[src/crp_pkg.sv]
// Shared types and codes for the clock replacement table with pinning.
`timescale 1ns / 1ps

package crp_pkg;

    localparam int ENTRIES_DEF = 16;
    localparam int ID_BITS_DEF = 16;

    localparam logic [2:0] CMD_ACCESS = 3'd0;
    localparam logic [2:0] CMD_PIN    = 3'd1;
    localparam logic [2:0] CMD_UNPIN  = 3'd2;
    localparam logic [2:0] CMD_EVICT  = 3'd3;
    localparam logic [2:0] CMD_ADD    = 3'd4;
    localparam logic [2:0] CMD_REMOVE = 3'd5;

    localparam logic [1:0] ST_OK     = 2'd0;
    localparam logic [1:0] ST_ABSENT = 2'd1;
    localparam logic [1:0] ST_FULL   = 2'd2;
    localparam logic [1:0] ST_DUP    = 2'd3;

    typedef struct packed {
        logic [2:0]  command;
        logic [15:0] frame_num;
    } t_crp_req;

    typedef struct packed {
        logic [1:0]  status;
        logic [15:0] victim_id;
    } t_crp_rsp;

    // Sequencer status toward the handshake logic.
    typedef struct packed {
        logic idle;
        logic done;
    } t_crp_ctl_st;

endpackage

[src/clock_replacement_with_pinning.sv]
// Top level of the clock replacement table with pinning.
//
//   channel   direction  handshake                    payload
//   request   in         i_req_valid / o_req_ready    i_req (command, frame_num)
//   response  out        o_res_valid / i_res_ready    o_res (status, victim_id)
//
// One request at a time runs through the sequencer. A search over n tracked
// ids visits each entry in two states (address, then compare on the
// registered read port of the id store) before the action state for access,
// pin, unpin, add and remove; remove also passes a move state when an entry
// moves. Evict steps the hand one entry per cycle for up to two turns.
// Reset clears the count, hand and all flags; ids need none. A finished
// response waits in the output register; the sequencer holds in its final
// state while that register is full and not taken.
`timescale 1ns / 1ps

module clock_replacement_with_pinning #(
    parameter int ENTRIES = crp_pkg::ENTRIES_DEF,
    parameter int ID_BITS = crp_pkg::ID_BITS_DEF
) (
    input  logic              i_clk,
    input  logic              i_rst_n,
    input  logic              i_req_valid,
    output logic              o_req_ready,
    input  crp_pkg::t_crp_req i_req,
    output logic              o_res_valid,
    input  logic              i_res_ready,
    output crp_pkg::t_crp_rsp o_res
);
    import crp_pkg::*;

    t_crp_ctl_st ctl_st;
    t_crp_rsp    ctl_rsp;
    logic        start;
    logic        ack;
    logic        r_res_valid;
    t_crp_rsp    r_res;

    // Take a request only while the sequencer is idle.
    assign o_req_ready = ctl_st.idle;
    assign start       = i_req_valid && ctl_st.idle;

    // Move the response into the output register when it is free or draining.
    assign ack = ctl_st.done && (!r_res_valid || i_res_ready);

    crp_ctrl #(
        .ENTRIES (ENTRIES),
        .ID_BITS (ID_BITS)
    ) u_ctrl (
        .i_clk   (i_clk),
        .i_rst_n (i_rst_n),
        .i_start (start),
        .i_cmd   (i_req.command),
        .i_id    (ID_BITS'(i_req.frame_num)),
        .i_ack   (ack),
        .o_st    (ctl_st),
        .o_rsp   (ctl_rsp)
    );

    always_ff @(posedge i_clk) begin
        if (!i_rst_n) begin
            r_res_valid <= 1'b0;
        end else if (ack) begin
            r_res_valid <= 1'b1;
        end else if (i_res_ready) begin
            r_res_valid <= 1'b0;
        end
        if (ack) begin
            r_res <= ctl_rsp;
        end
    end

    assign o_res_valid = r_res_valid;
    assign o_res       = r_res;

endmodule

[src/crp_id_mem.sv]
// Frame id store: one write port, one registered read port.
`timescale 1ns / 1ps

module crp_id_mem #(
    parameter int DEPTH = crp_pkg::ENTRIES_DEF,
    parameter int WIDTH = crp_pkg::ID_BITS_DEF,
    parameter int AW    = $clog2(crp_pkg::ENTRIES_DEF)
) (
    input  logic             i_clk,
    input  logic             i_we,
    input  logic [AW-1:0]    i_waddr,
    input  logic [WIDTH-1:0] i_wdata,
    input  logic             i_re,
    input  logic [AW-1:0]    i_raddr,
    output logic [WIDTH-1:0] o_rdata
);

    logic [WIDTH-1:0] r_mem [DEPTH];
    logic [WIDTH-1:0] r_rdata;

    always_ff @(posedge i_clk) begin
        if (i_we) begin
            r_mem[i_waddr] <= i_wdata;
        end
        if (i_re) begin
            r_rdata <= r_mem[i_raddr];
        end
    end

    assign o_rdata = r_rdata;

endmodule

[src/crp_ctrl.sv]
// Sequencer: id search, flag updates, clock sweep and entry moves.
`timescale 1ns / 1ps

module crp_ctrl #(
    parameter int ENTRIES = crp_pkg::ENTRIES_DEF,
    parameter int ID_BITS = crp_pkg::ID_BITS_DEF
) (
    input  logic                 i_clk,
    input  logic                 i_rst_n,
    input  logic                 i_start,
    input  logic [2:0]           i_cmd,
    input  logic [ID_BITS-1:0]   i_id,
    input  logic                 i_ack,
    output crp_pkg::t_crp_ctl_st o_st,
    output crp_pkg::t_crp_rsp    o_rsp
);
    import crp_pkg::*;

    localparam int IDX_W = $clog2(ENTRIES);
    localparam int CNT_W = $clog2(ENTRIES + 1);
    localparam int STP_W = CNT_W + 1;

    typedef enum logic [2:0] {
        S_IDLE,
        S_FIND_RD,
        S_FIND_CMP,
        S_ACT,
        S_MOVE,
        S_EV_STEP,
        S_EV_RD,
        S_DONE
    } t_state;

    t_state             r_state, n_state;
    logic [2:0]         r_cmd, n_cmd;
    logic [ID_BITS-1:0] r_id, n_id;
    logic [CNT_W-1:0]   r_idx, n_idx;
    logic [IDX_W-1:0]   r_slot, n_slot;
    logic               r_found, n_found;
    logic [STP_W-1:0]   r_steps, n_steps;
    logic [IDX_W-1:0]   r_hand, n_hand;
    logic [CNT_W-1:0]   r_used, n_used;
    logic [ENTRIES-1:0] r_pinned, n_pinned;
    logic [ENTRIES-1:0] r_ref, n_ref;
    t_crp_rsp           r_rsp, n_rsp;

    logic               mem_we;
    logic [IDX_W-1:0]   mem_waddr;
    logic [ID_BITS-1:0] mem_wdata;
    logic               mem_re;
    logic [IDX_W-1:0]   mem_raddr;
    logic [ID_BITS-1:0] mem_rdata;

    logic [CNT_W-1:0]   hand_inc;
    logic [IDX_W-1:0]   hand_next;
    logic [CNT_W-1:0]   last;
    logic [IDX_W-1:0]   hand_rm;

    crp_id_mem #(
        .DEPTH (ENTRIES),
        .WIDTH (ID_BITS),
        .AW    (IDX_W)
    ) u_mem (
        .i_clk   (i_clk),
        .i_we    (mem_we),
        .i_waddr (mem_waddr),
        .i_wdata (mem_wdata),
        .i_re    (mem_re),
        .i_raddr (mem_raddr),
        .o_rdata (mem_rdata)
    );

    // Hand advance, modulo the current count.
    assign hand_inc  = CNT_W'(r_hand) + CNT_W'(1);
    assign hand_next = (hand_inc == r_used) ? '0 : hand_inc[IDX_W-1:0];
    assign last      = r_used - CNT_W'(1);
    assign hand_rm   = (r_hand == r_slot) ? hand_next : r_hand;

    always_comb begin
        n_state   = r_state;
        n_cmd     = r_cmd;
        n_id      = r_id;
        n_idx     = r_idx;
        n_slot    = r_slot;
        n_found   = r_found;
        n_steps   = r_steps;
        n_hand    = r_hand;
        n_used    = r_used;
        n_pinned  = r_pinned;
        n_ref     = r_ref;
        n_rsp     = r_rsp;
        mem_we    = 1'b0;
        mem_waddr = r_slot;
        mem_wdata = mem_rdata;
        mem_re    = 1'b0;
        mem_raddr = r_idx[IDX_W-1:0];

        unique case (r_state)
            S_IDLE: begin
                if (i_start) begin
                    n_cmd = i_cmd;
                    n_id  = i_id;
                    n_idx = '0;
                    case (i_cmd) inside
                        CMD_ACCESS, CMD_PIN, CMD_UNPIN, CMD_ADD, CMD_REMOVE: begin
                            n_state = S_FIND_RD;
                        end
                        CMD_EVICT: begin
                            if (r_used == '0) begin
                                n_rsp   = '{status: ST_ABSENT, victim_id: '0};
                                n_state = S_DONE;
                            end else begin
                                if (CNT_W'(r_hand) >= r_used) begin
                                    n_hand = '0;
                                end
                                n_steps = '0;
                                n_state = S_EV_STEP;
                            end
                        end
                        default: begin
                            n_rsp   = '{status: ST_OK, victim_id: '0};
                            n_state = S_DONE;
                        end
                    endcase
                end
            end

            S_FIND_RD: begin
                if (r_idx == r_used) begin
                    n_found = 1'b0;
                    n_state = S_ACT;
                end else begin
                    mem_re  = 1'b1;
                    n_state = S_FIND_CMP;
                end
            end

            S_FIND_CMP: begin
                if (mem_rdata == r_id) begin
                    n_found = 1'b1;
                    n_slot  = r_idx[IDX_W-1:0];
                    n_state = S_ACT;
                end else begin
                    n_idx   = r_idx + CNT_W'(1);
                    n_state = S_FIND_RD;
                end
            end

            S_ACT: begin
                n_rsp   = '{status: ST_OK, victim_id: '0};
                n_state = S_DONE;
                case (r_cmd) inside
                    CMD_ACCESS, CMD_PIN, CMD_UNPIN: begin
                        if (!r_found) begin
                            n_rsp.status = ST_ABSENT;
                        end else if (r_cmd == CMD_ACCESS) begin
                            n_ref[r_slot] = 1'b1;
                        end else if (r_cmd == CMD_PIN) begin
                            n_pinned[r_slot] = 1'b1;
                        end else begin
                            n_pinned[r_slot] = 1'b0;
                            n_ref[r_slot]    = 1'b1;
                        end
                    end
                    CMD_ADD: begin
                        if (r_found) begin
                            n_rsp.status = ST_DUP;
                        end else if (r_used == CNT_W'(ENTRIES)) begin
                            n_rsp.status = ST_FULL;
                        end else begin
                            mem_we    = 1'b1;
                            mem_waddr = r_used[IDX_W-1:0];
                            mem_wdata = r_id;
                            n_pinned[r_used[IDX_W-1:0]] = 1'b0;
                            n_ref[r_used[IDX_W-1:0]]    = 1'b0;
                            n_used = r_used + CNT_W'(1);
                        end
                    end
                    CMD_REMOVE: begin
                        if (!r_found) begin
                            n_rsp.status = ST_ABSENT;
                        end else begin
                            n_used = last;
                            if (last == '0 || CNT_W'(hand_rm) >= last) begin
                                n_hand = '0;
                            end else begin
                                n_hand = hand_rm;
                            end
                            // Fill the hole with the last entry.
                            if (r_slot != last[IDX_W-1:0]) begin
                                n_pinned[r_slot] = r_pinned[last[IDX_W-1:0]];
                                n_ref[r_slot]    = r_ref[last[IDX_W-1:0]];
                                mem_re    = 1'b1;
                                mem_raddr = last[IDX_W-1:0];
                                n_state   = S_MOVE;
                            end
                        end
                    end
                    default: begin
                    end
                endcase
            end

            S_MOVE: begin
                mem_we    = 1'b1;
                mem_waddr = r_slot;
                mem_wdata = mem_rdata;
                n_state   = S_DONE;
            end

            S_EV_STEP: begin
                if (r_steps == {r_used, 1'b0}) begin
                    n_rsp   = '{status: ST_ABSENT, victim_id: '0};
                    n_state = S_DONE;
                end else begin
                    n_steps = r_steps + STP_W'(1);
                    n_hand  = hand_next;
                    if (!r_pinned[r_hand]) begin
                        if (r_ref[r_hand]) begin
                            n_ref[r_hand] = 1'b0;
                        end else begin
                            mem_re    = 1'b1;
                            mem_raddr = r_hand;
                            n_state   = S_EV_RD;
                        end
                    end
                end
            end

            S_EV_RD: begin
                n_rsp   = '{status: ST_OK, victim_id: 16'(mem_rdata)};
                n_state = S_DONE;
            end

            S_DONE: begin
                if (i_ack) begin
                    n_state = S_IDLE;
                end
            end

            default: begin
                n_state = S_IDLE;
            end
        endcase
    end

    always_ff @(posedge i_clk) begin
        if (!i_rst_n) begin
            r_state  <= S_IDLE;
            r_hand   <= '0;
            r_used   <= '0;
            r_pinned <= '0;
            r_ref    <= '0;
        end else begin
            r_state  <= n_state;
            r_hand   <= n_hand;
            r_used   <= n_used;
            r_pinned <= n_pinned;
            r_ref    <= n_ref;
        end
        r_cmd   <= n_cmd;
        r_id    <= n_id;
        r_idx   <= n_idx;
        r_slot  <= n_slot;
        r_found <= n_found;
        r_steps <= n_steps;
        r_rsp   <= n_rsp;
    end

    assign o_st.idle = (r_state == S_IDLE);
    assign o_st.done = (r_state == S_DONE);
    assign o_rsp     = r_rsp;

endmodule
[config.mk]
export PLATFORM = sky130hd
export DESIGN_NAME = clock_replacement_with_pinning
export DESIGN_NICKNAME = d
export VERILOG_FILES = /design/src/crp_pkg.sv /design/src/clock_replacement_with_pinning.sv /design/src/crp_id_mem.sv /design/src/crp_ctrl.sv
export SDC_FILE = /design/constraint.sdc
export NUM_CORES = 1
export LEC_CHECK = 0
export ABC_CLOCK_PERIOD_IN_PS = 13250
export BUFFER_PORTS_ARGS = -buffer_cell sky130_fd_sc_hd__buf_4
export CAP_MARGIN = 20
export CORE_MARGIN = 2
export CORE_UTILIZATION = 55
export CTS_CLUSTER_DIAMETER = 120
export DETAILED_ROUTE_END_ITERATION = 10
export HOLD_SLACK_MARGIN = 0.03
export PLACE_DENSITY = 0.7
export SLEW_MARGIN = 20
export SYNTH_ARGS = -nofsm -noshare
export SYNTH_HDL_FRONTEND = slang
export SYNTH_SLANG_ARGS = --single-unit
export TNS_END_PERCENT = 30
[constraint.sdc]
create_clock -name i_clk -period 13.25 [get_ports i_clk]
set_clock_uncertainty 0.2 [all_clocks]
set_input_delay 1.325 -clock i_clk [delete_from_list [all_inputs] [get_ports i_clk]]
set_output_delay 1.325 -clock i_clk [all_outputs]
set_load 0.01 [all_outputs]
==> flow_summary.json <==
{
  "outcome": "completed",
  "power_density_nw_per_um2": 176,
  "syn2layout_area_growth_pct": 11.5,
  "setup_tns_ns": 0,
  "tritoncts": "done",
  "clockRootBuffer": "clkbuf_16",
  "numPortBuffers": 42,
  "grt_pass1_vias": 11600,
  "irDropWorstVdd_mv": 0.129,
  "grtUsageTotal_pct": 28.0,
  "num_rows": 66,
  "insertion_delay_ns": 0.56,
  "grt_pass1_wl_mm": 73.3,
  "crit_type": "reg2reg",
  "cp.arrival_ns": 5.54,
  "setup.worst_path.start_class": "flop",
  "firstDrtPassIters": 5,
  "drt_first_iter_violations": 1490,
  "synth_fp_nets": 1402,
  "overflow": 0,
  "cp-end-kind": "flop",
  "synthTopCellsByArea": "edfxtp_1, mux2_2, dfxtp_1",
  "final.period_utilization_pct": 41.1,
  "min_period_ns": 5.44,
  "max_slew.worst_pin.slew_ns": 1.02,
  "cp_max_fo": 67,
  "setup_viol": 0,
  "slew_headroom_pct": 31.5,
  "reg2reg_from": "u_ctrl.r_used[0]$_SDFFE_PN0P_",
  "cts_setup_buffers": 0,
  "critical_path_required_ns": 13.35,
  "antenna_found_initial": 0,
  "ys_seq_elements": 388,
  "synth_edf_count": 343,
  "yosysMostFrequentCell": "edfxtp_1",
  "clk_pin_slew_ns": 0.06,
  "holdWs_ns": 0.218,
  "min_path_type": "reg2reg",
  "yosys_warnings": 0,
  "nets": 1437,
  "wl_mm": 48.7,
  "slew_violations": 0,
  "die_w_um": 186,
  "place_hpwl_mm": 30.5,
  "synth_seq_area_share_pct": 61.3,
  "io_pins": 43,
  "placed_area_um2": 19100,
  "antenna_left": 0,
  "yosys-top-cells-count": "edfxtp_1, mux2_2, nor2_1, a21oi_1, o21ai_0",
  "drive_gt1_share_pct": 25.8,
  "crit_start": "u_ctrl.r_used[0]$_SDFFE_PN0P_",
  "fmax_ghz": 0.184,
  "die_area_um2": 34700,
  "holdPathStages": 0,
  "place_inst": 1795,
  "routedWlPerCell_um": 26.1,
  "syn-instance-count": 1361,
  "timing.rr.end": "u_ctrl.u_mem.o_rdata[14]$_DFFE_PP_",
  "cts_num_sinks": 388,
  "start_util_pct": 56.1,
  "die_height_um": 186,
  "drc": 0,
  "power_leakage_nw": 6.72,
  "ys.flop_type": "edfxtp_1",
  "reg2reg_slack_ns": 7.81,
  "grt_max_degree": 68,
  "synthArstFlopShare_pct": 0,
  "synth_cell_types": 75,
  "core_um2": 32600,
  "via_per_inst": 6.44,
  "yosysTopAreaCell": "edfxtp_1",
  "cts.repair.resized": 0,
  "drv_cap": 0,
  "rsz0062_at_grt": "no",
  "cts_buffers": 41,
  "place.gp.congestion": 0.951,
  "clock_path_buffers": 3,
  "synth_top_area_share_pct": 56.3,
  "finalHoldViolCount": 0,
  "synth_area_um2": 18300,
  "ctsHoldBuffers": 0,
  "final_area_um2": 20400,
  "instances_no_fill": 1867,
  "vias": 12000,
  "rr_worst_depth": 13,
  "cp-endpoint": "u_ctrl.u_mem.o_rdata[14]$_DFFE_PP_",
  "synth_area_per_cell_um2": 13.4,
  "cts-htree-levels": 2
}
flip-flops by register name (all words and copies together) (netlist names), named ones only:
signal,flops
u_ctrl.r_hand,4
u_ctrl.r_used,5
u_ctrl.u_mem.r_mem,256
u_ctrl.o_rsp,18
u_ctrl.r_id,16
u_ctrl.r_steps,6
u_ctrl.r_slot,4
u_ctrl.r_ref,16
u_ctrl.u_mem.o_rdata,16
u_ctrl.r_state,3
o_res,18
u_ctrl.r_found,1
u_ctrl.r_idx,5
u_ctrl.r_cmd,3
o_res_valid,1
placed cells by master, fill, tap and decap left out, drive strengths merged, types with 21 or more instances in the layout:
cell type,netlist,layout
edfxtp,343,343
mux2,148,148
nor2,92,92
a21oi,89,89
o21ai,77,77
nand2,74,74
buf,24,73
o22ai,71,71
clkbuf,57,48
dfxtp,45,45
xnor2,30,30
nand3,24,24
nand4,21,21
nor4,21,21
layer usage:
metal	wire length [um]	up-vias	part of all wire (%)	global-route usage (%)
li1	-	5336	-	-
met1	20400	5970	42	39.5
met2	22900	587	47	44.1
met3	3400	126	7.0	3.95
met4	1960	0	4.0	11.2
met5	0	-	0	0
worst min-delay path by stage:
stage / start / end / slack (ns)
2_1_floorplan: u_ctrl.o_rsp[0]$_SDFFCE_PP0P_ / o_res[0]$_DFFE_PP_ / 0.20
3_3_place_gp: u_ctrl.o_rsp[8]$_SDFFCE_PP0P_ / o_res[8]$_DFFE_PP_ / 0.20
3_5_place_dp: u_ctrl.o_rsp[2]$_SDFFCE_PP0P_ / o_res[2]$_DFFE_PP_ / 0.20
4_1_cts: u_ctrl.o_rsp[2]$_SDFFCE_PP0P_ / o_res[2]$_DFFE_PP_ / 0.22
5_1_grt: u_ctrl.o_rsp[2]$_SDFFCE_PP0P_ / o_res[2]$_DFFE_PP_ / 0.22
6_report: u_ctrl.o_rsp[13]$_SDFFCE_PP0P_ / o_res[13]$_DFFE_PP_ / 0.22
worst max-delay path, stage by stage (launching register included):
cell	delay (ns)
dfxtp_1	0.32
buf_4	0.30
inv_1	0.21
ha_1	0.73
xnor2_1	0.20
nor3_1	0.10
a21boi_1	0.44
nand2b_1	0.18
o311ai_4	0.11
buf_4	0.77
buf_4	0.79
mux2_2	0.41
o22ai_1	0.18
nor4_1	0.10
layout make-up:
| cell class | count | area, um2 |
|---|---|---|
| Antenna cell | 1 | 2.50 |
| Clock buffer | 48 | 1050 |
| Clock inverter | 23 | 244 |
| Fill cell | 2481 | 12200 |
| Inverter | 17 | 63.8 |
| Multi-Input combinational cell | 875 | 6730 |
| Sequential cell | 388 | 11200 |
| Tap cell | 442 | 553 |
| Timing Repair Buffer | 73 | 548 |
cells by family after synthesis:
group / after synthesis / share of synthesized area (%)
xor+xnor: 51 / 2.60
simple gates: 317 / 9.29
buf+inv: 98 / 2.42
fa+ha+maj: 18 / 1.23
compound gates: 314 / 11.4
flops: 388 / 61.3
mux: 175 / 11.8
power breakdown:
group          switching, mW  internal, mW
combinational          0.511         0.334
clock                  0.476         0.633
sequential             0.110          1.53
total                   1.10          2.50
metrics by stage:
step / utilization (%) / total power [mW] / worst slack (ns)
4_1_cts: 62.5 / 3.60 / 7.93
3_5_place_dp: 58.5 / 2.50 / 7.98
6_report: 62.5 / 3.59 / 7.81
2_1_floorplan: - / 2.25 / 8.89
5_1_grt: 62.5 / 3.73 / 7.61
3_3_place_gp: 58.5 / 2.48 / 8.11
(Power assumes the default switching activity.)
